## src/rtl/utf8d_pkg.sv

```systemverilog
// shared types and constants for the utf-8 stream decoder
`timescale 1ns / 1ps

package utf8d_pkg;

  localparam int COUNT_WIDTH_DEF = 16;
  localparam int CP_W            = 21;
  localparam int LEN_W           = 3;
  localparam int CNT_OUT_W       = 16;
  localparam int PART_W          = 15;
  localparam int QUEUE_DEPTH     = 2;
  localparam int QPTR_W          = $clog2(QUEUE_DEPTH);
  localparam int QCNT_W          = $clog2(QUEUE_DEPTH + 1);

  localparam logic [CP_W-1:0]  CP_SPACE    = 21'h000020;
  localparam logic [CP_W-1:0]  CP_QUESTION = 21'h00003F;
  localparam logic [CP_W-1:0]  CP_BMP_MAX  = 21'h00FFFF;

  localparam logic [LEN_W-1:0] LEN_1 = 3'd1;
  localparam logic [LEN_W-1:0] LEN_2 = 3'd2;
  localparam logic [LEN_W-1:0] LEN_3 = 3'd3;
  localparam logic [LEN_W-1:0] LEN_4 = 3'd4;

  // lead byte classes
  typedef enum logic [2:0] {
    LEAD_ASCII,
    LEAD_TWO,
    LEAD_THREE,
    LEAD_FOUR,
    LEAD_BAD
  } lead_kind_t;

  // one assembled codepoint passed from front to back
  typedef struct packed {
    logic [CP_W-1:0]  cp;
    logic [LEN_W-1:0] len;
  } q_entry_t;

  // queue status seen by the front end
  typedef struct packed {
    logic full;
    logic empty;
  } q_status_t;

  function automatic lead_kind_t classify(input logic [7:0] b);
    lead_kind_t k;
    priority if (b[7] == 1'b0)        k = LEAD_ASCII;
    else if (b[7:5] == 3'b110)        k = LEAD_TWO;
    else if (b[7:4] == 4'b1110)       k = LEAD_THREE;
    else if (b[7:3] == 5'b11110)      k = LEAD_FOUR;
    else                              k = LEAD_BAD;
    return k;
  endfunction

endpackage

```

## src/rtl/utf8d_if.sv

```systemverilog
// valid/ready channel interfaces for bytes, codepoints and the mode register
`timescale 1ns / 1ps

interface utf8d_in_if;
  logic       valid;
  logic       ready;
  logic [7:0] in_byte;
  modport source (output valid, output in_byte, input ready);
  modport sink   (input valid, input in_byte, output ready);
endinterface

interface utf8d_out_if;
  logic        valid;
  logic        ready;
  logic [20:0] codepoint;
  logic [2:0]  seq_length;
  logic        end_of_string;
  logic [15:0] char_count;
  modport source (output valid, output codepoint, output seq_length,
                  output end_of_string, output char_count, input ready);
  modport sink   (input valid, input codepoint, input seq_length,
                  input end_of_string, input char_count, output ready);
endinterface

interface utf8d_cfg_if;
  logic valid;
  logic ready;
  logic data;
  modport source (output valid, output data, input ready);
  modport sink   (input valid, input data, output ready);
endinterface

```

## src/rtl/utf8d_front.sv

```systemverilog
// front end: takes bytes, classifies lead bytes and assembles sequences
`timescale 1ns / 1ps

module utf8d_front (
  input  logic                clk,
  input  logic                rst_n,
  utf8d_in_if.sink            in_ch,
  input  utf8d_pkg::q_status_t q_stat,
  output logic                push,
  output utf8d_pkg::q_entry_t push_data
);
  import utf8d_pkg::*;

  logic [PART_W-1:0] part_r, part_nxt;
  logic [1:0]        rem_r, rem_nxt;
  logic [LEN_W-1:0]  tot_r, tot_nxt;
  logic              accept;
  logic [CP_W-1:0]   joined;
  lead_kind_t        kind;

  assign in_ch.ready = !q_stat.full;
  assign accept      = in_ch.valid && in_ch.ready;
  assign joined      = {part_r, in_ch.in_byte[5:0]};
  assign kind        = classify(in_ch.in_byte);

  // sequence assembly and push decision
  always_comb begin
    part_nxt      = part_r;
    rem_nxt       = rem_r;
    tot_nxt       = tot_r;
    push          = 1'b0;
    push_data.cp  = joined;
    push_data.len = tot_r;
    if (accept) begin
      if (rem_r != 2'd0) begin
        rem_nxt = rem_r - 2'd1;
        if (rem_r == 2'd1) begin
          push     = 1'b1;
          part_nxt = '0;
          tot_nxt  = '0;
        end else begin
          part_nxt = joined[PART_W-1:0];
        end
      end else begin
        unique case (kind)
          LEAD_ASCII: begin
            push          = 1'b1;
            push_data.cp  = {13'd0, in_ch.in_byte};
            push_data.len = LEN_1;
          end
          LEAD_TWO: begin
            part_nxt = {10'd0, in_ch.in_byte[4:0]};
            rem_nxt  = 2'd1;
            tot_nxt  = LEN_2;
          end
          LEAD_THREE: begin
            part_nxt = {11'd0, in_ch.in_byte[3:0]};
            rem_nxt  = 2'd2;
            tot_nxt  = LEN_3;
          end
          LEAD_FOUR: begin
            part_nxt = {12'd0, in_ch.in_byte[2:0]};
            rem_nxt  = 2'd3;
            tot_nxt  = LEN_4;
          end
          default: begin
            push          = 1'b1;
            push_data.cp  = CP_SPACE;
            push_data.len = LEN_1;
          end
        endcase
      end
    end
  end

  // sequence state
  always_ff @(posedge clk) begin
    if (!rst_n) begin
      part_r <= '0;
      rem_r  <= '0;
      tot_r  <= '0;
    end else begin
      part_r <= part_nxt;
      rem_r  <= rem_nxt;
      tot_r  <= tot_nxt;
    end
  end

endmodule

```

## src/rtl/utf8d_fifo.sv

```systemverilog
// short queue between the front end and the back end
`timescale 1ns / 1ps

module utf8d_fifo (
  input  logic                 clk,
  input  logic                 rst_n,
  input  logic                 push,
  input  utf8d_pkg::q_entry_t  push_data,
  input  logic                 pop,
  output utf8d_pkg::q_entry_t  pop_data,
  output utf8d_pkg::q_status_t stat
);
  import utf8d_pkg::*;

  q_entry_t          mem [QUEUE_DEPTH];
  logic [QPTR_W-1:0] wr_ptr_r, rd_ptr_r;
  logic [QCNT_W-1:0] cnt_r;
  logic              do_pop;

  assign stat.full  = (cnt_r == QCNT_W'(QUEUE_DEPTH));
  assign stat.empty = (cnt_r == '0);
  assign do_pop     = pop && !stat.empty;
  assign pop_data   = mem[rd_ptr_r];

  // storage write
  always_ff @(posedge clk) begin
    if (push) begin
      mem[wr_ptr_r] <= push_data;
    end
  end

  // pointers and fill count
  always_ff @(posedge clk) begin
    if (!rst_n) begin
      wr_ptr_r <= '0;
      rd_ptr_r <= '0;
      cnt_r    <= '0;
    end else begin
      if (push) begin
        wr_ptr_r <= (wr_ptr_r == QPTR_W'(QUEUE_DEPTH - 1)) ? '0 : wr_ptr_r + 1'b1;
      end
      if (do_pop) begin
        rd_ptr_r <= (rd_ptr_r == QPTR_W'(QUEUE_DEPTH - 1)) ? '0 : rd_ptr_r + 1'b1;
      end
      unique case ({push, do_pop})
        2'b10:   cnt_r <= cnt_r + 1'b1;
        2'b01:   cnt_r <= cnt_r - 1'b1;
        default: cnt_r <= cnt_r;
      endcase
    end
  end

endmodule

```

## src/rtl/utf8d_back.sv

```systemverilog
// back end: mode replacement, terminator detect, string counter, output register
`timescale 1ns / 1ps

module utf8d_back #(
  parameter int COUNT_WIDTH = utf8d_pkg::COUNT_WIDTH_DEF
) (
  input  logic                clk,
  input  logic                rst_n,
  utf8d_cfg_if.sink           cfg_ch,
  input  logic                q_empty,
  input  utf8d_pkg::q_entry_t q_data,
  output logic                pop,
  utf8d_out_if.source         out_ch
);
  import utf8d_pkg::*;

  logic                   bmp_only_r;
  logic [COUNT_WIDTH-1:0] cnt_r, cnt_nxt;
  logic                   out_valid_r;
  logic [CP_W-1:0]        cp_r, cp_nxt;
  logic [LEN_W-1:0]       len_r;
  logic                   eos_r, eos_nxt;
  logic [CNT_OUT_W-1:0]   char_r;
  logic [31:0]            cnt_wide;
  logic                   load;

  assign cfg_ch.ready = 1'b1;
  assign load         = !out_valid_r || out_ch.ready;
  assign pop          = load && !q_empty;

  // replacement, terminator and count update
  always_comb begin
    cp_nxt = (bmp_only_r && (q_data.cp > CP_BMP_MAX)) ? CP_QUESTION : q_data.cp;
    eos_nxt = (cp_nxt == '0);
    if (eos_nxt) begin
      cnt_nxt = '0;
    end else if (cnt_r != '1) begin
      cnt_nxt = cnt_r + 1'b1;
    end else begin
      cnt_nxt = cnt_r;
    end
    cnt_wide = '0;
    cnt_wide[COUNT_WIDTH-1:0] = cnt_r;
  end

  // mode register, counter and output valid
  always_ff @(posedge clk) begin
    if (!rst_n) begin
      bmp_only_r  <= 1'b0;
      cnt_r       <= '0;
      out_valid_r <= 1'b0;
    end else begin
      if (cfg_ch.valid) begin
        bmp_only_r <= cfg_ch.data;
      end
      if (pop) begin
        cnt_r <= cnt_nxt;
      end
      if (load) begin
        out_valid_r <= !q_empty;
      end
    end
  end

  // output beat payload
  always_ff @(posedge clk) begin
    if (pop) begin
      cp_r   <= cp_nxt;
      len_r  <= q_data.len;
      eos_r  <= eos_nxt;
      char_r <= cnt_wide[CNT_OUT_W-1:0];
    end
  end

  assign out_ch.valid         = out_valid_r;
  assign out_ch.codepoint     = cp_r;
  assign out_ch.seq_length    = len_r;
  assign out_ch.end_of_string = eos_r;
  assign out_ch.char_count    = char_r;

endmodule

```

## src/rtl/utf8_stream_decoder_top.sv

```systemverilog
// top level of the utf-8 stream decoder
// each codepoint passes through the queue and then the output register as its result beat
// throughput: one byte per cycle while the queue is not full; the two-entry queue lets
//   the front keep taking bytes while the output register waits on a stalled sink
// reset (rst_n, synchronous): clears the sequence state, queue, string counter,
//   output valid and the bmp_only mode bit
`timescale 1ns / 1ps

module utf8_stream_decoder_top #(
  parameter int COUNT_WIDTH = utf8d_pkg::COUNT_WIDTH_DEF
) (
  input  logic        clk,
  input  logic        rst_n,
  utf8d_in_if.sink    in_ch,
  utf8d_out_if.source out_ch,
  utf8d_cfg_if.sink   cfg_ch
);
  import utf8d_pkg::*;

  q_status_t q_stat;
  q_entry_t  push_data, pop_data;
  logic      push, pop;

  // byte intake and sequence assembly
  utf8d_front u_front (
    .clk       (clk),
    .rst_n     (rst_n),
    .in_ch     (in_ch),
    .q_stat    (q_stat),
    .push      (push),
    .push_data (push_data)
  );

  // decoupling queue
  utf8d_fifo u_fifo (
    .clk       (clk),
    .rst_n     (rst_n),
    .push      (push),
    .push_data (push_data),
    .pop       (pop),
    .pop_data  (pop_data),
    .stat      (q_stat)
  );

  // result formation and output beat
  utf8d_back #(
    .COUNT_WIDTH (COUNT_WIDTH)
  ) u_back (
    .clk     (clk),
    .rst_n   (rst_n),
    .cfg_ch  (cfg_ch),
    .q_empty (q_stat.empty),
    .q_data  (pop_data),
    .pop     (pop),
    .out_ch  (out_ch)
  );

endmodule
```

## src/flat_wrapper.sv

```systemverilog
// flat-port wrapper written by rule: the top's interface ports become plain ports
module utf8_stream_decoder_top_flat import utf8d_pkg::*;
#(
  parameter int COUNT_WIDTH = utf8d_pkg::COUNT_WIDTH_DEF
)
  (clk, rst_n, in_ch_valid, in_ch_in_byte, in_ch_ready, out_ch_valid, out_ch_codepoint, out_ch_seq_length, out_ch_end_of_string, out_ch_char_count, out_ch_ready, cfg_ch_valid, cfg_ch_data, cfg_ch_ready);
  utf8d_in_if in_ch_i ();
  utf8d_out_if out_ch_i ();
  utf8d_cfg_if cfg_ch_i ();
  input  logic clk;
  input  logic rst_n;
  input wire logic [$bits(in_ch_i.valid)-1:0] in_ch_valid;
  input wire logic [$bits(in_ch_i.in_byte)-1:0] in_ch_in_byte;
  output wire logic [$bits(in_ch_i.ready)-1:0] in_ch_ready;
  output wire logic [$bits(out_ch_i.valid)-1:0] out_ch_valid;
  output wire logic [$bits(out_ch_i.codepoint)-1:0] out_ch_codepoint;
  output wire logic [$bits(out_ch_i.seq_length)-1:0] out_ch_seq_length;
  output wire logic [$bits(out_ch_i.end_of_string)-1:0] out_ch_end_of_string;
  output wire logic [$bits(out_ch_i.char_count)-1:0] out_ch_char_count;
  input wire logic [$bits(out_ch_i.ready)-1:0] out_ch_ready;
  input wire logic [$bits(cfg_ch_i.valid)-1:0] cfg_ch_valid;
  input wire logic [$bits(cfg_ch_i.data)-1:0] cfg_ch_data;
  output wire logic [$bits(cfg_ch_i.ready)-1:0] cfg_ch_ready;
  assign in_ch_i.valid = in_ch_valid;
  assign in_ch_i.in_byte = in_ch_in_byte;
  assign in_ch_ready = in_ch_i.ready;
  assign out_ch_valid = out_ch_i.valid;
  assign out_ch_codepoint = out_ch_i.codepoint;
  assign out_ch_seq_length = out_ch_i.seq_length;
  assign out_ch_end_of_string = out_ch_i.end_of_string;
  assign out_ch_char_count = out_ch_i.char_count;
  assign out_ch_i.ready = out_ch_ready;
  assign cfg_ch_i.valid = cfg_ch_valid;
  assign cfg_ch_i.data = cfg_ch_data;
  assign cfg_ch_ready = cfg_ch_i.ready;
  utf8_stream_decoder_top #(.COUNT_WIDTH(COUNT_WIDTH)) u_core (.clk(clk), .rst_n(rst_n), .in_ch(in_ch_i), .out_ch(out_ch_i), .cfg_ch(cfg_ch_i));
endmodule
```

## config.mk

```make
export PLATFORM = sky130hd
export DESIGN_NAME = utf8_stream_decoder_top_flat
export DESIGN_NICKNAME = d
export VERILOG_FILES = /design/src/rtl/utf8d_pkg.sv /design/src/rtl/utf8d_if.sv /design/src/rtl/utf8d_front.sv /design/src/rtl/utf8d_fifo.sv /design/src/rtl/utf8d_back.sv /design/src/rtl/utf8_stream_decoder_top.sv /design/src/flat_wrapper.sv
export SDC_FILE = /design/constraint.sdc
export NUM_CORES = 1
export LEC_CHECK = 0
export BUFFER_PORTS_ARGS = -buffer_cell sky130_fd_sc_hd__buf_2
export CORE_MARGIN = 2
export CORE_UTILIZATION = 45
export DETAILED_ROUTE_END_ITERATION = 12
export PLACE_DENSITY_LB_ADDON = 0.05
export SYNTH_ARGS = -nofsm -noshare
export SYNTH_HDL_FRONTEND = slang
export SYNTH_SLANG_ARGS = --single-unit
```

## constraint.sdc

```tcl
create_clock -name clk -period 5 [get_ports clk]
set_clock_uncertainty 0.05 [all_clocks]
set_input_delay 0.5 -clock clk [delete_from_list [all_inputs] [get_ports clk]]
set_output_delay 0.5 -clock clk [all_outputs]
set_load 0.01 [all_outputs]
```

==> report_table.html <==
<table>
<tr><th>Metric</th><th>Value</th></tr>
<tr><th colspan="2">Clocking</th></tr>
<tr><td>Number of setup buffers added after CTS</td><td>0</td></tr>
<tr><td>Maximum root-to-sink buffer count</td><td>2</td></tr>
<tr><td>CTS Sinks</td><td>132</td></tr>
<tr><td>Number of buffers inserted by hold repair at cts</td><td>0</td></tr>
<tr><td>Clock transition at the registers of the reported paths</td><td>around 0.05 ns</td></tr>
<tr><td>Clock insertion delay at the later pin of the skew report</td><td>0.41 ns</td></tr>
<tr><td>H-tree levels</td><td>4</td></tr>
<tr><td>Number of buffers created by CTS</td><td>17</td></tr>
<tr><td>Clock tree from TritonCTS</td><td>built</td></tr>
<tr><td>Cts repair resizes</td><td>0</td></tr>
<tr><td>Cell chosen for the clock root</td><td>sky130_fd_sc_hd__clkbuf_16</td></tr>
<tr><th colspan="2">STA</th></tr>
<tr><td>Final hold violation count</td><td>0</td></tr>
<tr><td>Setup TNS Final</td><td>0 ns</td></tr>
<tr><td>Final setup violating endpoints</td><td>0</td></tr>
<tr><td>Fmax</td><td>387.9 MHz</td></tr>
<tr><td>Final clock period utilization by the worst path</td><td>51.55%</td></tr>
<tr><td>Max-slew violation total from the final report</td><td>0</td></tr>
<tr><td>Measured slew at the worst slew-check pin</td><td>1.228 ns</td></tr>
<tr><td>Max transition margin</td><td>between 10% and 20%</td></tr>
<tr><td>Shortest period the worst path allows</td><td>~2.6 ns</td></tr>
<tr><td>Unrepaired setup endpoints after global routing</td><td>no</td></tr>
<tr><th colspan="2">Synth</th></tr>
<tr><td>Main combinational cell family by area after synthesis</td><td>simple AND/OR/NAND/NOR gates</td></tr>
<tr><td>Adder and majority gate portion of the synthesized area</td><td>0.4666%</td></tr>
<tr><td>Yosys warns</td><td>0</td></tr>
<tr><td>Post-synthesis compound-gate area fraction</td><td>under 10%</td></tr>
<tr><td>Number of synthesized flops with an enable pin</td><td>just under 90</td></tr>
<tr><td>Share of async-settable or async-resettable flops after synthesis</td><td>0%</td></tr>
<tr><td>Post-Synthesis Cells</td><td>roughly 450</td></tr>
<tr><td>Simple logic cell fraction of the synthesized area</td><td>between 10% and 20%</td></tr>
<tr><td>Cell type with the highest aggregate area in the netlist</td><td>sky130_fd_sc_hd__edfxtp_1</td></tr>
<tr><td>Synth cell types</td><td>53</td></tr>
<tr><td>Area fraction of the dominant cell type after synthesis</td><td>between 40% and 50%</td></tr>
<tr><td>Most area-consuming cells after synthesis</td><td>sky130_fd_sc_hd__edfxtp_1 50%, sky130_fd_sc_hd__dfxtp_1 16%, sky130_fd_sc_hd__mux2i_1 3.9%</td></tr>
<tr><td>Fraction of synthesized area in multiplexers</td><td>4.830%</td></tr>
<tr><td>Post-synthesis sequential area ratio</td><td>approximately two thirds</td></tr>
<tr><td>Top_reg_cell synth</td><td>sky130_fd_sc_hd__edfxtp_1</td></tr>
<tr><td>Synthesized net count</td><td>470</td></tr>
<tr><td>Post-synthesis instance area</td><td>5363 um2</td></tr>
<tr><td>Number of storage elements in the synthesis netlist</td><td>approximately 130</td></tr>
<tr><td>Area share of xor/xnor cells in the synthesized design</td><td>less than 1%</td></tr>
<tr><td>Avg Inst Size Synth</td><td>around 12 um2</td></tr>
<tr><th colspan="2">Layout</th></tr>
<tr><td>Final Instance Area</td><td>about 6300 um2</td></tr>
<tr><td>Number of nets in the final layout</td><td>~530</td></tr>
<tr><td>Area growth from synthesis to final layout</td><td>18.01%</td></tr>
<tr><td>Most common library cell in the layout ignoring fill and taps</td><td>sky130_fd_sc_hd__edfxtp_1</td></tr>
<tr><td>Leading cell types in the layout, fill and taps excluded</td><td>89 x sky130_fd_sc_hd__edfxtp_1, 56 x sky130_fd_sc_hd__buf_2, 53 x sky130_fd_sc_hd__nand2_1</td></tr>
<tr><td>Non-filler instance count after layout</td><td>between 600 and 700</td></tr>
<tr><td>N_diodes</td><td>0</td></tr>
<tr><td>Proportion of layout cells with a drive suffix above 1</td><td>19.50%</td></tr>
<tr><th colspan="2">Critical path</th></tr>
<tr><td>Worst Setup End Kind</td><td>register</td></tr>
<tr><td>Worst Path Arrival</td><td>2.87 ns</td></tr>
<tr><td>Crit Path Class</td><td>register to register</td></tr>
<tr><td>Type of origin of the critical path</td><td>register</td></tr>
<tr><td>Worst path required time</td><td>5.29 ns</td></tr>
<tr><td>Cell type of the slowest stage on the worst timing path</td><td>sky130_fd_sc_hd__dfxtp_1</td></tr>
<tr><td>Critical path's largest stage delay</td><td>about 0.90 ns</td></tr>
<tr><td>Worst Path Max Fanout</td><td>19</td></tr>
<tr><td>Critical path buffer and inverter count</td><td>1</td></tr>
<tr><td>Ordered list of cells on the worst path</td><td>nor4_1 -&gt; a22oi_2 -&gt; a211oi_2 -&gt; nand2_4 -&gt; inv_2 -&gt; or4_1 -&gt; a31oi_1</td></tr>
<tr><td>Delay-heaviest family, CP</td><td>flip-flops</td></tr>
<tr><th colspan="2">Die</th></tr>
<tr><td>Placeable core region</td><td>approximately 12,000 um2</td></tr>
<tr><td>Effective utilization at floorplan</td><td>between 40% and 50%</td></tr>
<tr><td>Horiz. Die Dim</td><td>113.2 um</td></tr>
<tr><td>Count of pins on the block boundary</td><td>58</td></tr>
<tr><td>Die outline height</td><td>roughly 110 um</td></tr>
<tr><td>Row Count</td><td>39</td></tr>
<tr><td>Area enclosed by the die boundary</td><td>about 13,000 um2</td></tr>
<tr><th colspan="2">Detailed routing</th></tr>
<tr><td>Average via count per standard cell</td><td>5.420</td></tr>
<tr><td>Wirelength per Cell</td><td>between 15 and 20 um</td></tr>
<tr><td># DRC</td><td>7</td></tr>
<tr><td>WL final</td><td>approximately 11,000 um</td></tr>
<tr><td>Total via count in the routed design</td><td>approximately 3,600</td></tr>
<tr><td>Drt pass-1 iters</td><td>8</td></tr>
<tr><td>DRT antenna net count</td><td>0</td></tr>
<tr><td>Detailed Route Iter0 Violations</td><td>~210</td></tr>
<tr><th colspan="2">Global routing</th></tr>
<tr><td>Total global-route track usage</td><td>between 10% and 20%</td></tr>
<tr><td>Initial antenna violation count</td><td>0</td></tr>
<tr><td>Via count of the first global-routing pass</td><td>between 3,000 and 4,000</td></tr>
<tr><td>Global-route wire length before repair</td><td>roughly 17,000 um</td></tr>
<tr><td>Total overflow reported by the global router</td><td>0</td></tr>
<tr><td>Pin count of the biggest net entering global routing</td><td>50</td></tr>
<tr><th colspan="2">Power and ir drop</th></tr>
<tr><td>Static power due to leakage</td><td>between 2 and 2.5 nW</td></tr>
<tr><td>Worst vdd rail ir drop</td><td>around 0.53 mV</td></tr>
<tr><td>Ratio of total power to cell area</td><td>about 560 nW/um2</td></tr>
<tr><th colspan="2">Flow run</th></tr>
<tr><td>Number of max-cap violations</td><td>0</td></tr>
<tr><th colspan="2">Worst hold path</th></tr>
<tr><td>Type of the worst min-delay path</td><td>input pin to register</td></tr>
<tr><th colspan="2">Place</th></tr>
<tr><td>Cell total after placement</td><td>634</td></tr>
<tr><td>Number of port buffers</td><td>between 50 and 60</td></tr>
<tr><td>RePlAce Congestion</td><td>about 0.8</td></tr>
<tr><td>Total cell area at the placement stage</td><td>roughly 5800 um2</td></tr>
<tr><td>DP HPWL</td><td>around 7000 um</td></tr>
<tr><th colspan="2">Run status</th></tr>
<tr><td>Violated checks</td><td>design-rule violations</td></tr>
<tr><td>Run status</td><td>finished, violations left</td></tr>
</table>
synthesized netlist by cell type, drive strengths merged (3+ instances only):
master and n:
nor2 36, clkbuf 15, edfxtp 89, dfxtp 43, nor4 11, mux2i 21
xnor2 3, a21oi 28, nand2 54, buf 9, o21ai 16, nand3 32
inv 4, or4 8, mux2 4, a31oi 7, nand2b 5, nor3 10
and2 23, nand4 7
layer usage:
metal / GRT usage (%) / vias up / wire length [um]
li1: - / 1783 / -
met1: 24.72 / 1721 / 5133
met2: 24.79 / 90 / 4730
met3: 4.392 / 16 / 499
met4: 8.943 / 0 / 215
met5: 0 / - / 0
kinds of logic (layout without fill, tap and decap cells):
| group | after synthesis | count (layout) |
|---|---|---|
| simple gates | 197 | 197 |
| flops | 132 | 132 |
| compound gates | 64 | 64 |
| buf+inv | 29 | 98 |
| mux | 25 | 25 |
| xor+xnor | 4 | 4 |
| fa+ha+maj | 2 | 2 |
| other cells | 1 | 1 |
final timing paths:
| path | from | endpoint | slack, ns | cells after the start |
|---|---|---|---|---|
| max | register | u_core.u_back.cnt_r[8]$_SDFFE_PN0P_ | 2.42 | 7 |
| min | cfg_ch_data | u_core.u_back.bmp_only_r$_SDFFE_PN0P_ | 0.29 | 3 |
| max reg2reg | register | u_core.u_back.cnt_r[8]$_SDFFE_PN0P_ | 2.42 | 7 |
| min reg2reg | u_core.u_front.part_r[12]$_SDFFE_PN0P_ | u_core.u_front.part_r[12]$_SDFFE_PN0P_ | 0.40 | 2 |
sequential cells by signal, indices dropped and copies added (netlist names), 2 cells and up, named ones only:
register                         cells
u_core.u_back.out_ch.char_count     16
u_core.u_front.tot_r                 3
u_core.u_back.cnt_r                 16
u_core.u_fifo.mem                   48
u_core.u_back.out_ch.codepoint      21
u_core.u_back.out_ch.seq_length      3
u_core.u_fifo.cnt_r                  2
u_core.u_front.rem_r                 2
u_core.u_front.part_r               15
through the flow:
stage	power [W]	worst slack (ns)	hold WS (ns)	util, %
global placement	0.002391	2.454	0.3889	49.99
detailed placement	0.002403	2.367	0.3925	49.99
CTS	0.003580	2.354	0.2772	54.95
global route	0.003715	2.188	0.2992	54.95
finish	0.003539	2.422	0.2947	54.95
floorplan	0.002120	1.839	0.3745	-
where the power goes:
part,internal (W),switching [W]
logic,0.000272,0.000485
registers,0.00149,0.000116
clock network,0.000761,0.000411
total,0.00253,0.00101
layout make-up:
type | count | area [um2]
Timing Repair Buffer | 61 | 317.8
Tap cell | 143 | 178.9
Clock inverter | 4 | 45.04
Fill cell | 1014 | 5187
Sequential cell | 132 | 3533
Clock buffer | 28 | 526.8
Inverter | 5 | 18.77
Multi-Input combinational cell | 293 | 1708
worst register-to-register path: stages (launching register included):
cell and delay [ns]:
sky130_fd_sc_hd__dfxtp_1 0.90, sky130_fd_sc_hd__nor4_1 0.18, sky130_fd_sc_hd__a22oi_2 0.29, sky130_fd_sc_hd__a211oi_2 0.09, sky130_fd_sc_hd__nand2_4 0.18, sky130_fd_sc_hd__inv_2 0.15, sky130_fd_sc_hd__or4_1 0.50, sky130_fd_sc_hd__a31oi_1 0.17
Note: power is estimated with default switching activity, not from simulation.
